===== config.mk =====
export PLATFORM = sky130hd
export DESIGN_NAME = sorted_letter_freq_chi_square
export DESIGN_NICKNAME = d
export VERILOG_FILES = /design/src/design/slfcs_pkg.sv /design/src/design/slfcs_div.sv /design/src/design/slfcs_dp.sv /design/src/design/slfcs_ctrl.sv /design/src/design/sorted_letter_freq_chi_square.sv
export VERILOG_INCLUDE_DIRS = /design/src /design/src/design
export SDC_FILE = /design/constraint.sdc
export NUM_CORES = 2
export LEC_CHECK = 0
export ABC_AREA = 1
export ABC_CLOCK_PERIOD_IN_PS = 5700
export BUFFER_PORTS_ARGS = -buffer_cell sky130_fd_sc_hd__buf_2
export CAP_MARGIN = 10
export CORE_UTILIZATION = 34
export DETAILED_ROUTE_END_ITERATION = 7
export HOLD_SLACK_MARGIN = 0.03
export REMOVE_ABC_BUFFERS = 1
export SLEW_MARGIN = 20
export SYNTH_ARGS = -nofsm -noshare
export SYNTH_HDL_FRONTEND = slang
export SYNTH_SLANG_ARGS = --single-unit

===== constraint.sdc =====
create_clock -name clk -period 5.7 [get_ports clk]
set_input_delay 0.57 -clock clk [delete_from_list [all_inputs] [get_ports clk]]
set_output_delay 0.57 -clock clk [all_outputs]
set_load 0.02 [all_outputs]

===== src/design/sorted_letter_freq_chi_square_defines.svh =====
// Assertion macros shared by the letter-frequency score block
`ifndef SORTED_LETTER_FREQ_CHI_SQUARE_DEFINES_SVH
`define SORTED_LETTER_FREQ_CHI_SQUARE_DEFINES_SVH

// Same-cycle implication, sampled on clk, off during rst
`define SLFCS_ASSERT_SAME(lbl, ant, con, msg) \
  lbl: assert property (@(posedge clk) disable iff (rst) (ant) |-> (con)) else $error(msg);

// Next-cycle implication, sampled on clk, off during rst
`define SLFCS_ASSERT_NEXT(lbl, ant, con, msg) \
  lbl: assert property (@(posedge clk) disable iff (rst) (ant) |=> (con)) else $error(msg);

`endif


===== src/design/slfcs_pkg.sv =====
// Types, constants and reference table for the letter-frequency score block
package slfcs_pkg;

  localparam int LETTERS   = 26;
  localparam int IDX_W     = 5;
  localparam int REF_W     = 20;
  localparam int FREQ_W    = 23;
  localparam int SQ_W      = 46;
  localparam int TERM_W    = 35;
  localparam int SUM_W     = 40;
  localparam int SCALED_W  = 47;
  localparam int SCORE_W   = 31;
  localparam int FRAC_BITS = 16;

  localparam logic [7:0] LETTER_A = 8'h41;
  localparam logic [7:0] LETTER_Z = 8'h5A;

  // Descending English letter percentages, Q16
  localparam logic [REF_W-1:0] REF_Q16 [LETTERS] = '{
    20'd851968, 20'd596378, 20'd537395, 20'd491520, 20'd458752, 20'd439091,
    20'd412877, 20'd399770, 20'd393216, 20'd281805, 20'd262144, 20'd183501,
    20'd183501, 20'd157286, 20'd157286, 20'd144179, 20'd131072, 20'd131072,
    20'd124518, 20'd98304,  20'd64225,  20'd50463,  20'd9830,   20'd9830,
    20'd6226,   20'd4850
  };

  typedef enum logic [10:0] {
    ST_COUNT  = 11'b000_0000_0001,
    ST_SORT   = 11'b000_0000_0010,
    ST_FSTART = 11'b000_0000_0100,
    ST_FWAIT  = 11'b000_0000_1000,
    ST_SQUARE = 11'b000_0001_0000,
    ST_TSTART = 11'b000_0010_0000,
    ST_TWAIT  = 11'b000_0100_0000,
    ST_SCALE1 = 11'b000_1000_0000,
    ST_SCALE2 = 11'b001_0000_0000,
    ST_FINISH = 11'b010_0000_0000,
    ST_SPARE  = 11'b100_0000_0000
  } state_t;

  typedef struct packed {
    logic             count;
    logic             clear;
    logic             sort;
    logic             phase;
    logic             fstart;
    logic             tstart;
    logic             cap_diff;
    logic             square;
    logic             acc;
    logic             scale1;
    logic             scale2;
    logic             load;
    logic [IDX_W-1:0] idx;
  } cmd_t;

  typedef struct packed {
    logic div_busy;
    logic out_busy;
  } stat_t;

endpackage


===== src/design/slfcs_div.sv =====
// Restoring divider, one quotient bit per cycle
module slfcs_div #(
  parameter int DVD_W = 46,
  parameter int DVS_W = 20
) (
  input  logic             clk,
  input  logic             rst,
  input  logic             start,
  input  logic [DVD_W-1:0] dividend,
  input  logic [DVS_W-1:0] divisor,
  output logic             busy,
  output logic [DVD_W-1:0] quotient
);

  localparam int CNT_W = $clog2(DVD_W + 1);

  logic [DVS_W-1:0] dvs;
  logic [DVS_W-1:0] rem;
  logic [DVD_W-1:0] quo;
  logic [CNT_W-1:0] steps;
  logic [DVS_W:0]   trial;
  logic             fits;

  // Shift the next dividend bit into the partial remainder and try a subtract
  assign trial    = {rem, quo[DVD_W-1]};
  assign fits     = trial >= {1'b0, dvs};
  assign quotient = quo;

  always_ff @(posedge clk) begin
    if (rst) begin
      busy  <= 1'b0;
      steps <= '0;
    end else if (start) begin
      busy  <= 1'b1;
      steps <= CNT_W'(DVD_W);
    end else if (busy) begin
      steps <= steps - 1'b1;
      if (steps == CNT_W'(1)) begin
        busy <= 1'b0;
      end
    end
  end

  always_ff @(posedge clk) begin
    if (start) begin
      dvs <= divisor;
      rem <= '0;
      quo <= dividend;
    end else if (busy) begin
      rem <= fits ? DVS_W'(trial - {1'b0, dvs}) : trial[DVS_W-1:0];
      quo <= {quo[DVD_W-2:0], fits};
    end
  end

endmodule


===== src/design/slfcs_dp.sv =====
// Datapath: letter histogram, sorting cells, divider, accumulator, output word
module slfcs_dp #(
  parameter int COUNT_WIDTH = 16
) (
  input  logic                             clk,
  input  logic                             rst,
  input  slfcs_pkg::cmd_t                  cmd,
  input  logic [7:0]                       char_byte,
  input  logic                             out_ready,
  output slfcs_pkg::stat_t                 stat,
  output logic                             out_valid,
  output logic [slfcs_pkg::SCORE_W-1:0]    score,
  output logic                             empty_text,
  output logic                             count_overflow
);
  import slfcs_pkg::*;

  localparam int CW    = COUNT_WIDTH;
  localparam int FNUM_W = CW + FREQ_W;
  localparam int DVD_W = (FNUM_W > SQ_W) ? FNUM_W : SQ_W;
  localparam int DVS_W = (CW > REF_W) ? CW : REF_W;
  localparam logic [CW-1:0] CNT_MAX = '1;

  logic [CW-1:0]       cnt      [LETTERS];
  logic [CW-1:0]       cnt_next [LETTERS];
  logic [CW-1:0]       len, len_next;
  logic                ovf, ovf_next;
  logic                is_letter;
  logic [IDX_W-1:0]    lidx;
  logic [FNUM_W-1:0]   fnum;
  logic [REF_W-1:0]    ref_val;
  logic [FREQ_W-1:0]   freq;
  logic [FREQ_W-1:0]   diff;
  logic [SQ_W-1:0]     sq;
  logic [SUM_W-1:0]    sum;
  logic [SCALED_W-1:0] scaled;
  logic                div_start;
  logic                div_busy;
  logic [DVD_W-1:0]    div_dvd;
  logic [DVS_W-1:0]    div_dvs;
  logic [DVD_W-1:0]    div_quo;

  assign is_letter = (char_byte >= LETTER_A) && (char_byte <= LETTER_Z);
  assign lidx      = IDX_W'(char_byte - LETTER_A);

  // Histogram and length: bump, sort, shift out, clear
  always_comb begin
    cnt_next = cnt;
    len_next = len;
    ovf_next = ovf;
    priority if (cmd.clear) begin
      for (int k = 0; k < LETTERS; k++) cnt_next[k] = '0;
      len_next = '0;
      ovf_next = 1'b0;
    end else if (cmd.count) begin
      if (len == CNT_MAX) ovf_next = 1'b1;
      else len_next = len + 1'b1;
      for (int k = 0; k < LETTERS; k++) begin
        if (is_letter && (lidx == IDX_W'(k))) begin
          if (cnt[k] == CNT_MAX) ovf_next = 1'b1;
          else cnt_next[k] = cnt[k] + 1'b1;
        end
      end
    end else if (cmd.sort) begin
      // odd-even transposition pass, larger count moves to the front
      for (int k = 0; k < LETTERS - 1; k++) begin
        if (((k % 2) == int'(cmd.phase)) && (cnt[k] < cnt[k+1])) begin
          cnt_next[k]   = cnt[k+1];
          cnt_next[k+1] = cnt[k];
        end
      end
    end else if (cmd.acc) begin
      for (int k = 0; k < LETTERS - 1; k++) cnt_next[k] = cnt[k+1];
      cnt_next[LETTERS-1] = '0;
    end
  end

  always_ff @(posedge clk) begin
    if (rst) begin
      for (int k = 0; k < LETTERS; k++) cnt[k] <= '0;
      len <= '0;
      ovf <= 1'b0;
    end else begin
      cnt <= cnt_next;
      len <= len_next;
      ovf <= ovf_next;
    end
  end

  // Feed the shared divider: count*100 in Q16 over length, or square over reference
  assign fnum      = {(CW + 7)'(cnt[0]) * (CW + 7)'(100), {FRAC_BITS{1'b0}}};
  assign ref_val   = REF_Q16[cmd.idx];
  assign div_start = cmd.fstart | cmd.tstart;
  assign div_dvd   = cmd.fstart ? DVD_W'(fnum) : DVD_W'(sq);
  assign div_dvs   = cmd.fstart ? DVS_W'(len) : DVS_W'(ref_val);
  assign freq      = div_quo[FREQ_W-1:0];

  slfcs_div #(
    .DVD_W(DVD_W),
    .DVS_W(DVS_W)
  ) u_div (
    .clk      (clk),
    .rst      (rst),
    .start    (div_start),
    .dividend (div_dvd),
    .divisor  (div_dvs),
    .busy     (div_busy),
    .quotient (div_quo)
  );

  // Difference, square, sum and the scaling by 1000 / 2^16
  always_ff @(posedge clk) begin
    if (cmd.cap_diff) begin
      diff <= (freq >= FREQ_W'(ref_val)) ? freq - FREQ_W'(ref_val)
                                         : FREQ_W'(ref_val) - freq;
    end
    if (cmd.square) begin
      sq <= SQ_W'(diff) * SQ_W'(diff);
    end
    if (cmd.scale1) begin
      scaled <= (SCALED_W'(sum) << 7) - SCALED_W'(sum);
    end else if (cmd.scale2) begin
      scaled <= scaled - (SCALED_W'(sum) << 1);
    end
  end

  always_ff @(posedge clk) begin
    if (rst || cmd.clear) begin
      sum <= '0;
    end else if (cmd.acc) begin
      sum <= sum + SUM_W'(div_quo[TERM_W-1:0]);
    end
  end

  // Output word: load when free, drop once taken
  always_ff @(posedge clk) begin
    if (rst) begin
      out_valid <= 1'b0;
    end else if (cmd.load) begin
      out_valid <= 1'b1;
    end else if (out_ready) begin
      out_valid <= 1'b0;
    end
  end

  always_ff @(posedge clk) begin
    if (cmd.load) begin
      empty_text     <= (len == '0);
      count_overflow <= ovf;
      if (len == '0) score <= '0;
      else if (|scaled[SCALED_W-1:SCORE_W+13]) score <= '1;
      else score <= scaled[SCORE_W+12:13];
    end
  end

  assign stat.div_busy = div_busy;
  assign stat.out_busy = out_valid & ~out_ready;

endmodule


===== src/design/slfcs_ctrl.sv =====
// Controller: counting, sort passes, per-letter scoring sequence, result hand-off
module slfcs_ctrl (
  input  logic             clk,
  input  logic             rst,
  input  logic             in_valid,
  input  logic             last,
  input  slfcs_pkg::stat_t stat,
  output logic             in_ready,
  output slfcs_pkg::cmd_t  cmd
);
  import slfcs_pkg::*;

  localparam logic [IDX_W-1:0] LAST_IDX = IDX_W'(LETTERS - 1);

  state_t           state, state_next;
  logic [IDX_W-1:0] step, step_next;

  always_comb begin
    state_next = state;
    step_next  = step;
    in_ready   = 1'b0;
    cmd        = '0;
    cmd.idx    = step;
    unique case (state)
      ST_COUNT: begin
        in_ready  = 1'b1;
        cmd.count = in_valid;
        if (in_valid && last) begin
          state_next = ST_SORT;
          step_next  = '0;
        end
      end
      ST_SORT: begin
        cmd.sort  = 1'b1;
        cmd.phase = step[0];
        if (step == LAST_IDX) begin
          state_next = ST_FSTART;
          step_next  = '0;
        end else begin
          step_next = step + 1'b1;
        end
      end
      ST_FSTART: begin
        cmd.fstart = 1'b1;
        state_next = ST_FWAIT;
      end
      ST_FWAIT: begin
        if (!stat.div_busy) begin
          cmd.cap_diff = 1'b1;
          state_next   = ST_SQUARE;
        end
      end
      ST_SQUARE: begin
        cmd.square = 1'b1;
        state_next = ST_TSTART;
      end
      ST_TSTART: begin
        cmd.tstart = 1'b1;
        state_next = ST_TWAIT;
      end
      ST_TWAIT: begin
        if (!stat.div_busy) begin
          cmd.acc = 1'b1;
          if (step == LAST_IDX) begin
            state_next = ST_SCALE1;
          end else begin
            step_next  = step + 1'b1;
            state_next = ST_FSTART;
          end
        end
      end
      ST_SCALE1: begin
        cmd.scale1 = 1'b1;
        state_next = ST_SCALE2;
      end
      ST_SCALE2: begin
        cmd.scale2 = 1'b1;
        state_next = ST_FINISH;
      end
      ST_FINISH: begin
        if (!stat.out_busy) begin
          cmd.load   = 1'b1;
          cmd.clear  = 1'b1;
          state_next = ST_COUNT;
        end
      end
      default: begin
        state_next = ST_COUNT;
      end
    endcase
  end

  always_ff @(posedge clk) begin
    if (rst) begin
      state <= ST_COUNT;
      step  <= '0;
    end else begin
      state <= state_next;
      step  <= step_next;
    end
  end

endmodule


===== src/design/sorted_letter_freq_chi_square.sv =====
// Sorted letter-frequency chi-squared score: top level
//
// Input channel (in_valid/in_ready, char_byte, last) takes one text byte per
// word; every byte adds to the length, 'A'..'Z' also to a 26-entry histogram.
// Counting runs at one word per cycle. The word with last set closes the text.
// Output channel (out_valid/out_ready, score, empty_text, count_overflow)
// carries one word per text: floor(1000 * chi-squared) of the sorted counts
// against an English reference, saturating at 2^31-1.
// After the last byte in_ready drops while the block scores: 26 sort passes,
// then per letter two runs of the shared bit-serial divider, one for the
// frequency and one for the chi-squared term, then the scaling steps and
// the load of the result word. The result sits in an output register, so
// counting of the next text resumes while it waits; if out_ready stays low,
// a second result holds the block until the first is taken.
// Reset (rst, synchronous) empties histogram, length and output register.
module sorted_letter_freq_chi_square #(
  parameter int COUNT_WIDTH = 16
) (
  input  logic                          clk,
  input  logic                          rst,
  input  logic                          in_valid,
  output logic                          in_ready,
  input  logic [7:0]                    char_byte,
  input  logic                          last,
  output logic                          out_valid,
  input  logic                          out_ready,
  output logic [slfcs_pkg::SCORE_W-1:0] score,
  output logic                          empty_text,
  output logic                          count_overflow
);
  import slfcs_pkg::*;

  cmd_t  cmd;
  stat_t stat;

  slfcs_ctrl u_ctrl (
    .clk      (clk),
    .rst      (rst),
    .in_valid (in_valid),
    .last     (last),
    .stat     (stat),
    .in_ready (in_ready),
    .cmd      (cmd)
  );

  slfcs_dp #(
    .COUNT_WIDTH(COUNT_WIDTH)
  ) u_dp (
    .clk            (clk),
    .rst            (rst),
    .cmd            (cmd),
    .char_byte      (char_byte),
    .out_ready      (out_ready),
    .stat           (stat),
    .out_valid      (out_valid),
    .score          (score),
    .empty_text     (empty_text),
    .count_overflow (count_overflow)
  );

`include "sorted_letter_freq_chi_square_defines.svh"

  // Last byte hands over to scoring
  `SLFCS_ASSERT_NEXT(a_last_stalls, in_valid && in_ready && last, !in_ready, "input open after last byte")
  // Never overwrite a result still waiting
  `SLFCS_ASSERT_SAME(a_no_overwrite, cmd.load, !(out_valid && !out_ready), "result overwritten")
  // Divider only runs while input is held off
  `SLFCS_ASSERT_SAME(a_div_idle_in, stat.div_busy, !in_ready, "divider busy while counting")

endmodule


==> metrics.cfg <==
[status]
run_status=finished with violations
violations=setup timing

[timing]
fin_crit_ns=6.36
setup_viol=35
fin_tns_setup_ns=-16.12
worst_pin_slew_ns=1.14
clock_skew_ns=0.0593
rsz0062_at_grt=yes
relSlewSlack_pct=23.7
fin_ws_ns=-0.664
whs_ns=0.148
hold_violations=0
slew_viol_final=0
fin_crit_sh_pct=112
fmax_mhz=157

[global_routing]
grt_pass1_vias=81400
grt.total_usage_pct=23.2
grt_antenna_before_repair=9
grt_max_degree=190
grt_overflow_total=0
grt_first_pass_wirelength_um=466000

[cells_and_area]
final_nets=14500
nFillCells=26600
layoutNonFillerInstCount=16700
synthToLayoutAreaGrowth_pct=13.2
layout-drive-gt1-share_pct=7.95
design_area_um2=95700

[synthesis]
synth_cells=13100
yosys_most_used_dff=dfxtp_1
synth_area_leader_cell=nand2_1
synth_area_leaders=nand2_1 16%, dfxtp_1 12%, ha_1 12%
async_flop_share_pct=0
syn_avg_cell_area_um2=6.43
synth.distinct_cells=62
synth_seq_area_share_pct=19.8
synth_edf_count=213
synth-seq-cells=729
synth_top_cells_by_count=3,495 x nand2_1, 1,847 x inv_1, 1,437 x nor2_1, 994 x nand3_1, 978 x a21oi_1
netlist_area_um2=84500
synth_top_area_share_pct=15.5
synth_most_common_cell=nand2_1
synth_warnings=0

[setup_path]
worstPathRequired_ns=6.23
startpoint_type=register
critPathCaptureType=register
timing.rr.end=u_dp.sq[40]
r2r_cells=23
rrSetupSlack_ns=-0.66
cp.arrival_ns=6.89
criticalPathCategory=reg2reg
critPathMaxFanout=10
timing.rr.start=u_dp.diff[19]

[clocking]
htreeDepth=3
cts_buffer_depth=3
clk_latency_ns=0.78
ctsHoldBuffers=0
clk_pin_slew_ns=0.06
cts_buffers=97
cts_sinks=729
cts_tree=yes
cts-root-buf=clkbuf_16

[floorplanning]
start_util_pct=34.3
placementRows=182
die_w_um=501
die-area_um2=251000
io_pins=48
die_h_um=501
design.core.area_um2=247000

[worst_hold_path]
hp-start=rst
hold_class=in2reg
whs_endpoint=u_dp.u_div.steps[5]
min_path_cells=2

[route]
vias=86000
drt_iter0_drc=7262
wl_per_cell_um=17.8
routed_via_density=5.15
antenna_left=0
drt_wl_total_um=297000
drc=0
first_pass_iters=6

[placement]
dpl_cell_area_um2=90400
routabilityCongestion=0.979
io_buffers=47
dp_hpwl_um=229000
placed_cells=16400

[run]
drv_cap=0

sequential cells by signal, indices dropped and copies added, names as in the netlist, 5 cells and up:
signal / cells
u_ctrl.state: 10
u_ctrl.step: 5
u_dp.cnt: 416
u_dp.diff: 23
u_dp.len: 16
u_dp.scaled: 46
u_dp.score: 31
u_dp.sq: 45
u_dp.sum: 40
u_dp.u_div.dvs: 20
u_dp.u_div.quotient: 46
u_dp.u_div.rem: 20
u_dp.u_div.steps: 6
worst max-delay path, cell delays in order, from the launching register on:
cell and delay, ns:
edfxtp_1 0.41, buf_6 0.19, nand2_1 0.13, fa_1 0.57
inv_1 0.06, fa_1 0.50, fa_1 0.54, inv_1 0.05
fa_1 0.49, inv_1 0.05, fa_1 0.56, fa_1 0.46
fa_1 0.57, ha_4 0.23, buf_4 0.14, inv_1 0.09
o21bai_2 0.10, buf_4 0.16, a31oi_4 0.16, buf_4 0.15
o21ai_2 0.06, a31oi_1 0.19, nand3_1 0.11, xor2_1 0.14
cell type report:
cell class	count	area [um2]	share of cell area [%]
multi-input combinational	10100	60300	63.0
inverter	1869	7040	7.35
tap	3312	4140	4.33
clock inverter	39	527	0.550
clock buffer	144	2810	2.93
antenna	2	5.00	0.00523
timing repair buffer	512	4190	4.38
sequential	729	16700	17.5
what timing repair did:
action / CTS / global route
endpoints found under the setup margin: 36 / 37
gates resized for setup: 255 / 155
cloned: 2 / 0
buffers inserted: 33 / 19
pin swaps: 122 / 71
placed cells by master, fill, tap and decap left out, drive strengths merged, types with 43 or more instances in the layout:
cell type  count
a21o          51
a21oi        987
a31oi         54
buf          512
clkbuf       144
dfxtp        516
edfxtp       213
fa           403
ha           807
inv         1864
nand2       3511
nand3       1006
nand4        241
nor2        1455
nor3         212
o211ai        81
o21a          43
o21ai        737
xnor2         51
xor2         212
cells by family (layout without fill, tap and decap cells):
group	after synthesis	count (layout)	share of synthesized area [%]
multiplexers	2	2	0.0252
adder cells (fa/ha/maj)	1210	1210	21.5
flip-flops	729	729	19.8
XOR/XNOR	263	263	2.72
AO/OA/AOI/OAI	2069	2069	13.3
other	0	2	0
buffers and inverters	2343	2564	10.6
AND/OR/NAND/NOR	6530	6530	32.1
layer usage:
layer	up-vias	GRT usage (%)	routed length (um)
met5	-	0	47
met4	6	7.80	10300
met3	495	2.78	17900
met2	2641	38.3	136000
met1	39900	31.3	133000
li1	42900	-	-
stage by stage:
step	setup WS, ns	utilization [%]
after floorplan	-11.46	-
final	-0.664	38.8
after detailed placement	-0.893	36.7
after CTS	-0.586	38.5
after global routing	-0.850	38.8
after global placement	-0.884	36.7
worst max-delay path by stage:
stage	from	to	slack (ns)	depth (start not counted)
final	u_dp.diff[19]	u_dp.sq[40]	-0.66	23
after global routing	u_dp.diff[5]	u_dp.sq[41]	-0.85	26
after CTS	u_dp.diff[7]	u_dp.sq[41]	-0.59	23
after floorplan	u_ctrl.state[9]	u_dp.cnt[402]	-11.46	11
after global placement	u_dp.diff[2]	u_dp.sq[38]	-0.88	27
after detailed placement	u_dp.diff[19]	u_dp.sq[38]	-0.89	22
Power is left out: the tool's default activity adds up to more than one toggle a clock period on the data nets, which glitch-free logic cannot reach.
